`src/hw/rtl/kmeans_l1_clustering_defines.svh`:
```
// assertion macros shared by the kmeans l1 clustering rtl
// no dependencies; included by files that carry concurrent checks
`ifndef KMEANS_L1_CLUSTERING_DEFINES_SVH
`define KMEANS_L1_CLUSTERING_DEFINES_SVH

// same-cycle implication, disabled while reset is low
`define KML1_ASSERT_IMP(name, clk, rst_n, ante, cons, msg) \
    name: assert property (@(posedge clk) disable iff (!(rst_n)) (ante) |-> (cons)) \
        else $error(msg);

// next-cycle implication, disabled while reset is low
`define KML1_ASSERT_NXT(name, clk, rst_n, ante, cons, msg) \
    name: assert property (@(posedge clk) disable iff (!(rst_n)) (ante) |=> (cons)) \
        else $error(msg);

`endif

```
`src/hw/rtl/kml1_pkg.sv`:
```
// shared constants, codes and controller/datapath interface types
// no dependencies; imported by every kmeans l1 clustering module
package kml1_pkg;

    // fixed field widths of the command and config ports
    localparam int ACT_W      = 3;
    localparam int PIDX_W     = 10;
    localparam int CIDX_W     = 3;
    localparam int FIDX_W     = 2;
    localparam int RC_W       = 3;
    localparam int CFG_IDX_W  = 2;
    localparam int CFG_DATA_W = 11;
    localparam int NK_W       = 4;
    localparam int IT_W       = 8;
    localparam int NP_W       = 11;
    localparam int ND_W       = 3;

    // actions
    localparam logic [ACT_W-1:0] ACT_LOAD_PT = 3'd0;
    localparam logic [ACT_W-1:0] ACT_LOAD_CT = 3'd1;
    localparam logic [ACT_W-1:0] ACT_RUN     = 3'd2;
    localparam logic [ACT_W-1:0] ACT_RD_LBL  = 3'd3;
    localparam logic [ACT_W-1:0] ACT_RD_CT   = 3'd4;

    // config register indexes
    localparam logic [CFG_IDX_W-1:0] CFG_NUM_CLUSTERS = 2'd0;
    localparam logic [CFG_IDX_W-1:0] CFG_ITERATIONS   = 2'd1;
    localparam logic [CFG_IDX_W-1:0] CFG_NUM_POINTS   = 2'd2;
    localparam logic [CFG_IDX_W-1:0] CFG_NUM_DIMS     = 2'd3;

    // config reset values
    localparam logic [NK_W-1:0] RST_NUM_CLUSTERS = 4'd2;
    localparam logic [IT_W-1:0] RST_ITERATIONS   = 8'd1;
    localparam logic [NP_W-1:0] RST_NUM_POINTS   = 11'd1024;
    localparam logic [ND_W-1:0] RST_NUM_DIMS     = 3'd4;

    // result kinds
    localparam logic [1:0] RES_OTHER = 2'd0;
    localparam logic [1:0] RES_LABEL = 2'd1;
    localparam logic [1:0] RES_CENT  = 2'd2;

    typedef struct packed {
        logic       pt_we;
        logic       pt_rd;
        logic       pf_cap;
        logic       ct_we;
        logic       ct_src_div;
        logic       ct_rd;
        logic       d_issue;
        logic       d_first;
        logic       d_last;
        logic       lbl_we;
        logic       lbl_clr;
        logic       lbl_rd;
        logic       pass_clr;
        logic       label_step;
        logic       upd_sel;
        logic       div_start;
        logic       res_load;
        logic [1:0] res_kind;
        logic       res_st;
    } t_dp_cmd;

    typedef struct packed {
        logic cnt_nz;
        logic div_done;
    } t_dp_stat;

endpackage

```
`src/hw/rtl/kml1_ctrl.sv`:
```
// controller: config registers, command decode and the run sequencer
// uses kml1_pkg and the assertion macros header; drives kml1_dp
`include "kmeans_l1_clustering_defines.svh"
module kml1_ctrl #(
    parameter int MAX_POINTS   = 1024,
    parameter int MAX_DIMS     = 4,
    parameter int MAX_CLUSTERS = 8
) (
    input  logic                                         i_clk,
    input  logic                                         i_rst_n,
    input  logic                                         start,
    output logic                                         busy,
    input  logic [kml1_pkg::ACT_W-1:0]                   i_action,
    input  logic [kml1_pkg::PIDX_W-1:0]                  i_point_index,
    input  logic [kml1_pkg::CIDX_W-1:0]                  i_cluster_index,
    input  logic [kml1_pkg::FIDX_W-1:0]                  i_feature_index,
    input  logic                                         i_cfg_valid,
    output logic                                         o_cfg_ready,
    input  logic [kml1_pkg::CFG_IDX_W-1:0]               i_cfg_index,
    input  logic [kml1_pkg::CFG_DATA_W-1:0]              i_cfg_data,
    output kml1_pkg::t_dp_cmd                            o_cmd,
    input  kml1_pkg::t_dp_stat                           i_stat,
    output logic [$clog2(MAX_POINTS*MAX_DIMS)-1:0]       o_pt_addr,
    output logic [$clog2(MAX_CLUSTERS*MAX_DIMS)-1:0]     o_ct_addr,
    output logic [$clog2(MAX_POINTS)-1:0]                o_lbl_waddr,
    output logic [$clog2(MAX_POINTS)-1:0]                o_lbl_raddr,
    output logic [$clog2(MAX_CLUSTERS)-1:0]              o_j,
    output logic [((MAX_DIMS > 1) ? $clog2(MAX_DIMS) : 1)-1:0] o_k
);
    import kml1_pkg::*;

    localparam int PI_W  = $clog2(MAX_POINTS);
    localparam int CL_W  = $clog2(MAX_CLUSTERS);
    localparam int DI_W  = (MAX_DIMS > 1) ? $clog2(MAX_DIMS) : 1;
    localparam int PA_W  = $clog2(MAX_POINTS*MAX_DIMS);
    localparam int CA_W  = $clog2(MAX_CLUSTERS*MAX_DIMS);
    localparam int NPE_W = $clog2(MAX_POINTS + 1);
    localparam int NKE_W = $clog2(MAX_CLUSTERS + 1);
    localparam int NDE_W = $clog2(MAX_DIMS + 1);

    localparam logic [3:0] S_CLR   = 4'd0;
    localparam logic [3:0] S_IDLE  = 4'd1;
    localparam logic [3:0] S_LDP   = 4'd2;
    localparam logic [3:0] S_DIST  = 4'd3;
    localparam logic [3:0] S_DRAIN = 4'd4;
    localparam logic [3:0] S_LABEL = 4'd5;
    localparam logic [3:0] S_UJ    = 4'd6;
    localparam logic [3:0] S_UK    = 4'd7;
    localparam logic [3:0] S_DIVW  = 4'd8;
    localparam logic [3:0] S_NEXT  = 4'd9;

    // drain step after which the best cluster holds the last distance result
    localparam logic [1:0] DRAIN_LAST = 2'd2;

    logic [NK_W-1:0] r_nk_cfg;
    logic [IT_W-1:0] r_iter;
    logic [NP_W-1:0] r_np_cfg;
    logic [ND_W-1:0] r_nd_cfg;

    logic [3:0]      r_state, n_state;
    logic [PI_W-1:0] r_i, n_i;
    logic [CL_W-1:0] r_j, n_j;
    logic [DI_W-1:0] r_k, n_k;
    logic [IT_W-1:0] r_pass, n_pass;
    logic [1:0]      r_dr, n_dr;

    logic [NPE_W-1:0] np_e;
    logic [NKE_W-1:0] nk_e;
    logic [NDE_W-1:0] nd_e;
    logic pi_ok, ci_ok, fi_ok, i_last, j_last, k_last, clr_last;
    t_dp_cmd cmd;

    // effective sizes, saturated to one and the maximum
    always_comb begin
        if (r_np_cfg == '0) begin
            np_e = NPE_W'(1);
        end else if (32'(r_np_cfg) > 32'(MAX_POINTS)) begin
            np_e = NPE_W'(MAX_POINTS);
        end else begin
            np_e = NPE_W'(r_np_cfg);
        end
        if (r_nk_cfg == '0) begin
            nk_e = NKE_W'(1);
        end else if (32'(r_nk_cfg) > 32'(MAX_CLUSTERS)) begin
            nk_e = NKE_W'(MAX_CLUSTERS);
        end else begin
            nk_e = NKE_W'(r_nk_cfg);
        end
        if (r_nd_cfg == '0) begin
            nd_e = NDE_W'(1);
        end else if (32'(r_nd_cfg) > 32'(MAX_DIMS)) begin
            nd_e = NDE_W'(MAX_DIMS);
        end else begin
            nd_e = NDE_W'(r_nd_cfg);
        end
    end

    assign pi_ok    = 32'(i_point_index) < 32'(np_e);
    assign ci_ok    = 32'(i_cluster_index) < 32'(nk_e);
    assign fi_ok    = 32'(i_feature_index) < 32'(nd_e);
    assign i_last   = (32'(r_i) + 32'd1) == 32'(np_e);
    assign j_last   = (32'(r_j) + 32'd1) == 32'(nk_e);
    assign k_last   = (32'(r_k) + 32'd1) == 32'(nd_e);
    assign clr_last = (32'(r_i) + 32'd1) == 32'(MAX_POINTS);

    always_comb begin
        n_state = r_state;
        n_i     = r_i;
        n_j     = r_j;
        n_k     = r_k;
        n_pass  = r_pass;
        n_dr    = r_dr;
        cmd     = '0;
        case (r_state)
            S_CLR: begin
                cmd.lbl_we  = 1'b1;
                cmd.lbl_clr = 1'b1;
                if (clr_last) begin
                    n_state = S_IDLE;
                    n_i     = '0;
                end else begin
                    n_i = r_i + PI_W'(1);
                end
            end
            S_IDLE: begin
                if (start) begin
                    cmd.res_kind = RES_OTHER;
                    case (i_action)
                        ACT_LOAD_PT: begin
                            cmd.pt_we    = pi_ok && fi_ok;
                            cmd.res_load = 1'b1;
                            cmd.res_st   = !(pi_ok && fi_ok);
                        end
                        ACT_LOAD_CT: begin
                            cmd.ct_we    = ci_ok && fi_ok;
                            cmd.res_load = 1'b1;
                            cmd.res_st   = !(ci_ok && fi_ok);
                        end
                        ACT_RUN: begin
                            cmd.pass_clr = 1'b1;
                            n_pass  = '0;
                            n_i     = '0;
                            n_k     = '0;
                            n_state = S_LDP;
                        end
                        ACT_RD_LBL: begin
                            cmd.lbl_rd   = pi_ok;
                            cmd.res_load = 1'b1;
                            cmd.res_kind = RES_LABEL;
                            cmd.res_st   = !pi_ok;
                        end
                        ACT_RD_CT: begin
                            cmd.ct_rd    = ci_ok && fi_ok;
                            cmd.res_load = 1'b1;
                            cmd.res_kind = RES_CENT;
                            cmd.res_st   = !(ci_ok && fi_ok);
                        end
                        default: begin
                            cmd.res_load = 1'b1;
                            cmd.res_st   = 1'b1;
                        end
                    endcase
                end
            end
            S_LDP: begin
                cmd.pt_rd  = 1'b1;
                cmd.pf_cap = 1'b1;
                if (k_last) begin
                    n_k     = '0;
                    n_j     = '0;
                    n_state = S_DIST;
                end else begin
                    n_k = r_k + DI_W'(1);
                end
            end
            S_DIST: begin
                cmd.ct_rd   = 1'b1;
                cmd.d_issue = 1'b1;
                cmd.d_first = (r_k == '0);
                cmd.d_last  = k_last;
                if (k_last) begin
                    n_k = '0;
                    if (j_last) begin
                        n_dr    = '0;
                        n_state = S_DRAIN;
                    end else begin
                        n_j = r_j + CL_W'(1);
                    end
                end else begin
                    n_k = r_k + DI_W'(1);
                end
            end
            S_DRAIN: begin
                if (r_dr == DRAIN_LAST) begin
                    n_state = S_LABEL;
                end else begin
                    n_dr = r_dr + 2'd1;
                end
            end
            S_LABEL: begin
                cmd.lbl_we     = 1'b1;
                cmd.label_step = 1'b1;
                n_k = '0;
                if (i_last) begin
                    n_j     = '0;
                    n_state = S_UJ;
                end else begin
                    n_i     = r_i + PI_W'(1);
                    n_state = S_LDP;
                end
            end
            S_UJ: begin
                cmd.upd_sel = 1'b1;
                if (i_stat.cnt_nz) begin
                    n_k     = '0;
                    n_state = S_UK;
                end else if (j_last) begin
                    n_state = S_NEXT;
                end else begin
                    n_j = r_j + CL_W'(1);
                end
            end
            S_UK: begin
                cmd.upd_sel   = 1'b1;
                cmd.div_start = 1'b1;
                n_state       = S_DIVW;
            end
            S_DIVW: begin
                cmd.upd_sel = 1'b1;
                if (i_stat.div_done) begin
                    cmd.ct_we      = 1'b1;
                    cmd.ct_src_div = 1'b1;
                    if (!k_last) begin
                        n_k     = r_k + DI_W'(1);
                        n_state = S_UK;
                    end else if (j_last) begin
                        n_state = S_NEXT;
                    end else begin
                        n_j     = r_j + CL_W'(1);
                        n_state = S_UJ;
                    end
                end
            end
            S_NEXT: begin
                if (r_pass == r_iter) begin
                    cmd.res_load = 1'b1;
                    cmd.res_kind = RES_OTHER;
                    n_state      = S_IDLE;
                end else begin
                    cmd.pass_clr = 1'b1;
                    n_pass  = r_pass + IT_W'(1);
                    n_i     = '0;
                    n_k     = '0;
                    n_state = S_LDP;
                end
            end
            default: begin
                n_state = S_IDLE;
            end
        endcase
    end

    always_ff @(posedge i_clk) begin
        if (!i_rst_n) begin
            r_state <= S_CLR;
            r_i     <= '0;
            r_j     <= '0;
            r_k     <= '0;
            r_pass  <= '0;
            r_dr    <= '0;
        end else begin
            r_state <= n_state;
            r_i     <= n_i;
            r_j     <= n_j;
            r_k     <= n_k;
            r_pass  <= n_pass;
            r_dr    <= n_dr;
        end
    end

    always_ff @(posedge i_clk) begin
        if (!i_rst_n) begin
            r_nk_cfg <= RST_NUM_CLUSTERS;
            r_iter   <= RST_ITERATIONS;
            r_np_cfg <= RST_NUM_POINTS;
            r_nd_cfg <= RST_NUM_DIMS;
        end else if (i_cfg_valid && o_cfg_ready) begin
            case (i_cfg_index)
                CFG_NUM_CLUSTERS: r_nk_cfg <= i_cfg_data[NK_W-1:0];
                CFG_ITERATIONS:   r_iter   <= i_cfg_data[IT_W-1:0];
                CFG_NUM_POINTS:   r_np_cfg <= i_cfg_data[NP_W-1:0];
                CFG_NUM_DIMS:     r_nd_cfg <= i_cfg_data[ND_W-1:0];
                default: ;
            endcase
        end
    end

    assign busy        = (r_state != S_IDLE);
    assign o_cfg_ready = 1'b1;
    assign o_cmd       = cmd;
    assign o_lbl_waddr = r_i;
    assign o_lbl_raddr = PI_W'(i_point_index);
    assign o_j         = r_j;
    assign o_k         = r_k;
    assign o_pt_addr   = (r_state == S_IDLE)
        ? PA_W'(32'(i_point_index) * MAX_DIMS + 32'(i_feature_index))
        : PA_W'(32'(r_i) * MAX_DIMS + 32'(r_k));
    assign o_ct_addr   = (r_state == S_IDLE)
        ? CA_W'(32'(i_cluster_index) * MAX_DIMS + 32'(i_feature_index))
        : CA_W'(32'(r_j) * MAX_DIMS + 32'(r_k));

    `KML1_ASSERT_NXT(a_run_starts_pass, i_clk, i_rst_n, r_state == S_IDLE && start && i_action == ACT_RUN, r_state == S_LDP, "run accepted without entering the point load")
    `KML1_ASSERT_IMP(a_result_origin, i_clk, i_rst_n, cmd.res_load, r_state == S_IDLE || r_state == S_NEXT, "result issued mid-run")
    `KML1_ASSERT_IMP(a_div_nonempty, i_clk, i_rst_n, cmd.div_start, i_stat.cnt_nz, "division started for an empty cluster")

endmodule

```
`config.mk`:
```
export PLATFORM = sky130hd
export DESIGN_NAME = kml1_ctrl
export DESIGN_NICKNAME = d
export VERILOG_FILES = /design/src/hw/rtl/kml1_pkg.sv /design/src/hw/rtl/kml1_ctrl.sv
export VERILOG_INCLUDE_DIRS = /design/src /design/src/hw/rtl
export SDC_FILE = /design/constraint.sdc
export NUM_CORES = 1
export LEC_CHECK = 0
export BUFFER_PORTS_ARGS = -buffer_cell sky130_fd_sc_hd__buf_2
export CAP_MARGIN = 20
export CORE_ASPECT_RATIO = 0.7
export CORE_MARGIN = 2
export CORE_UTILIZATION = 40
export DETAILED_ROUTE_END_ITERATION = 10
export GPL_TIMING_DRIVEN = 0
export PLACE_DENSITY = 0.65
export SLEW_MARGIN = 40
export SYNTH_ARGS = -nofsm -noshare
export SYNTH_HDL_FRONTEND = slang
export SYNTH_SLANG_ARGS = --single-unit
```
`constraint.sdc`:
```
create_clock -name i_clk -period 2.3 [get_ports i_clk]
set_clock_uncertainty 0.2 [all_clocks]
set_input_delay 0.115 -clock i_clk [delete_from_list [all_inputs] [get_ports i_clk]]
set_output_delay 0.115 -clock i_clk [all_outputs]
set_load 0.1 [all_outputs]
```
==> results.ini <==
[outcome]
status = complete, but fails checks
violations = setup timing

[power_and_ir_drop]
internal_power_mw = 1.62
power.leakage_nw = 2.69
p_per_area_nw_per_um2 = 368
ir_drop_uv = 284
p_switching_mw = 0.734
power.share.sequential = 0.419
power_frac_comb = 0.220
clockPowerShare = 0.361
p_sw_frac = 0.312

[worst_hold_path]
hold_path.startpoint = i_cfg_index[1]
hold_class = input port to flop
hold_depth = 4
min_delay_worst_endpoint = r_nk_cfg[1]

[clock_tree]
cts_tree = built
clockRootBuffer = clkbuf_16
clock_path_buffers = 2
cts.clk_slew.worst_paths_ps = 70
clock-sinks = 55
h-tree-depth = 2
cts_buffers = 5
clkLatencyLatePin_ps = 300

[placement]
pre_cts_slack_ps = -560
place_congestion = 0.912
hpwl_um = 10600
port_buffers = 97

[critical_path]
required_ps = 1990
reg2reg_slack_ps = -240
worst_setup_path_start_kind = flop
critPathTopFamily = compound AO/OA/AOI/OAI gates
critPathSlowestCell = o31a_2
reg2reg_depth = 11
worst_r2r_endpoint = o_lbl_waddr[6]
crit_chain = buf_6 -> nand2b_1 -> ha_4 -> a21o_1 -> a21oi_2 -> nor2b_1 -> o21ai_1 -> a211o_1 -> o41ai_4 -> o31a_2 -> buf_12
cp_num_buf_inv = 2
path_class = flop to output port
worstSetupEndpointType = output port
worstPathArrival_ps = 2540
cp_slowest_stage_delay_ps = 340
worstPathMaxFanout = 8
crit_cells = 11
rr_startpoint = o_lbl_waddr[1]

[sta]
slew_headroom = 0.547
setup-violations-final = 24
fin_crit_ps = 2860
clock.fmax_mhz = 350
tightest_slew_ps = 680
rsz0062_at_grt = true
finalCritPeriodShare = 1.24
hold_ws_ps = 36.8
timing_hold_violations_final = 0
drv_slew = 0
timing.final.ws_setup_ps = -557

[grt]
grt_pass1_vias = 4224
grt_pass1_wl_um = 22100
grt_usage = 0.247
grt_max_degree = 19
grt_remaining_overflow = 0
antenna_found_initial = 0

[cells_and_area]
diodes = 0
drive_gt1_frac = 0.448
area_growth_pct = 54.4
nNetsFinal = 760
fin_util = 0.627

[yosys]
synth_edf_count = 0
synth.distinct_cells = 65
synthesis.area_um2 = 4140
async_flop_share = 0
synth_cells = 551
postSynthAreaPerCell_um2 = 7.52
syn_nets = 606
ys_seq_area_frac = 0.266
synth_ff_type = dfxtp_1
synth_seq_cells = 55
ys_warn_count = 0

[detailed_routing]
routedWlPerCell_um = 17.6
antenna_left = 0
viasPerCell = 5.62
route.vias.total = 4713
drc = 0
routed_wl_um = 14800
firstDrtPassIters = 5
drtIter0Drc = 329

[job]
drv_cap = 0

[die]
ioPinCount = 101
start_util = 0.406
die_x_um = 126
die-area_um2 = 11200
fp.coreArea_um2 = 10200
die_y_um = 89.1
num_rows = 31

==> through the flow <==
step / power [mW] / TNS, ps / instance area, µm² / cells
floorplan: 1.33 / -4490 / 4510 / 551
global placement: 1.44 / -7220 / 5160 / 780
detailed placement: 1.45 / -7540 / 5160 / 780
CTS: 2.35 / -3780 / 5980 / 824
global route: 2.45 / -6600 / 6390 / 838
finish: 2.36 / -4400 / 6390 / 838
==> logic make-up (layout without fill, tap and decap cells) <==
logic type | Yosys count | after routing | synth area share
other | 1 | 1 | 0.000905
and+or+nand+nor | 245 | 245 | 0.293
buffers and inverters | 55 | 210 | 0.0650
muxes | 30 | 30 | 0.0761
adders and majority gates | 18 | 18 | 0.0544
xor gates and xnor gates | 26 | 26 | 0.0583
DFF | 55 | 55 | 0.266
AOI/OAI and AO/OA | 121 | 121 | 0.186
==> final cells by class <==
class	instances	area (µm²)
sequential	55	1170
clock buffer	7	154
buffer	34	231
fill	861	3810
timing repair buffer	152	1130
tap	132	165
multi-input combinational	441	3460
inverter	16	67.6
clock inverter	1	11.3
==> power groups by stage <==
| stage | Combinational, mW | Clock, mW | Sequential, mW |
|---|---|---|---|
| 2_1_floorplan | 0.298 | 0 | 1.03 |
| 3_3_place_gp | 0.437 | 0 | 1.01 |
| 3_5_place_dp | 0.443 | 0 | 1.01 |
| 5_1_grt | 0.551 | 0.912 | 0.990 |
| 6_report | 0.518 | 0.851 | 0.987 |
| 4_1_cts | 0.495 | 0.870 | 0.983 |
==> cells in the mapped netlist, drive strengths merged, types with 2 or more instances <==
cell / instances / area share
buf: 18 / 0.031
a41oi: 2 / 0.0042
o31a: 3 / 0.0063
a21oi: 42 / 0.052
nor3: 17 / 0.021
and2: 4 / 0.0060
ha: 18 / 0.054
inv: 16 / 0.015
nor4: 6 / 0.013
dfxtp: 55 / 0.27
nand4: 12 / 0.022
clkbuf: 21 / 0.019
nand3: 15 / 0.019
a21boi: 3 / 0.0054
o41ai: 2 / 0.0042
or3: 6 / 0.0091
xnor2: 16 / 0.034
o22ai: 7 / 0.011
nor2: 69 / 0.063
o21a: 5 / 0.0091
a311oi: 2 / 0.0042
and3: 5 / 0.0076
o22a: 2 / 0.0042
nor2b: 8 / 0.012
a221oi: 2 / 0.0042
o2bb2ai: 2 / 0.0057
a21o: 5 / 0.0091
xor2: 9 / 0.019
o32ai: 4 / 0.0085
o211ai: 2 / 0.0036
mux2i: 18 / 0.044
nand2b: 20 / 0.030
o21bai: 3 / 0.0054
o21ai: 27 / 0.033
or2: 4 / 0.0066
or4: 3 / 0.0054
a31oi: 2 / 0.0030
mux2: 12 / 0.033
nand2: 67 / 0.061
nand3b: 4 / 0.0073
==> layer usage <==
layer	up-vias	wire, µm	global-route usage
li1	2264	-	-
met1	2280	6890	0.364
met2	158	6790	0.383
met3	11	1020	0.0473
met4	0	82	0.0414
met5	-	0	0
==> cells in the final DEF (no fill, tap or decap), drive strengths merged, types with 3 or more instances in the layout <==
master / instances
mux2: 12
o31a: 3
inv: 17
o21ai: 27
a21oi: 42
xnor2: 16
nand3: 15
nor2b: 8
or3: 6
and3: 5
nand2: 67
nor3: 17
xor2: 9
ha: 18
o21a: 5
or2: 4
or4: 3
nor2: 69
nand4: 12
clkbuf: 32
o32ai: 4
and2: 4
mux2i: 18
nand2b: 20
o22ai: 7
dlygate4sd3: 13
nor4: 6
nand3b: 4
dfxtp: 55
buf: 148
a21boi: 3
a21o: 5
o21bai: 3
==> registers in the layout, indices dropped and copies added (netlist names) <==
register,count
r_np_cfg,11
r_pass,8
o_lbl_waddr,10
o_j,3
o_k,2
r_state,4
r_nk_cfg,4
r_iter,8
r_dr,2
r_nd_cfg,3
==> worst reg2reg max path, cell delays in order (launching register included) <==
cell,delay [ps]
dfxtp_4,400
ha_4,200
nand3_4,120
nor3_4,200
xnor2_1,150
o211ai_1,140
nor4_4,430
a21oi_4,130
buf_6,140
buf_8,130
a21oi_2,130
o21bai_1,110
==> worst max-delay path by stage <==
stage | start | endpoint | slack, ps
2_1_floorplan | r_np_cfg[10] | o_cmd[8] | -700
3_5_place_dp | r_np_cfg[10] | o_cmd[0] | -560
6_report | r_np_cfg[10] | o_cmd[0] | -560
3_3_place_gp | r_np_cfg[10] | o_cmd[0] | -550
5_1_grt | r_np_cfg[10] | o_cmd[0] | -650
4_1_cts | r_np_cfg[10] | o_cmd[0] | -550
==> timing repair <==
item / in CTS / in global routing
gates cloned: 1 / 0
pin swaps: 30 / 28
resized for setup: 97 / 74
hold endpoints to repair: 27 / 0
hold buffers: 13 / 0
endpoints found under the setup margin: 56 / 56
setup buffers: 25 / 19
No activity file was read; power rests on OpenSTA's default activity.
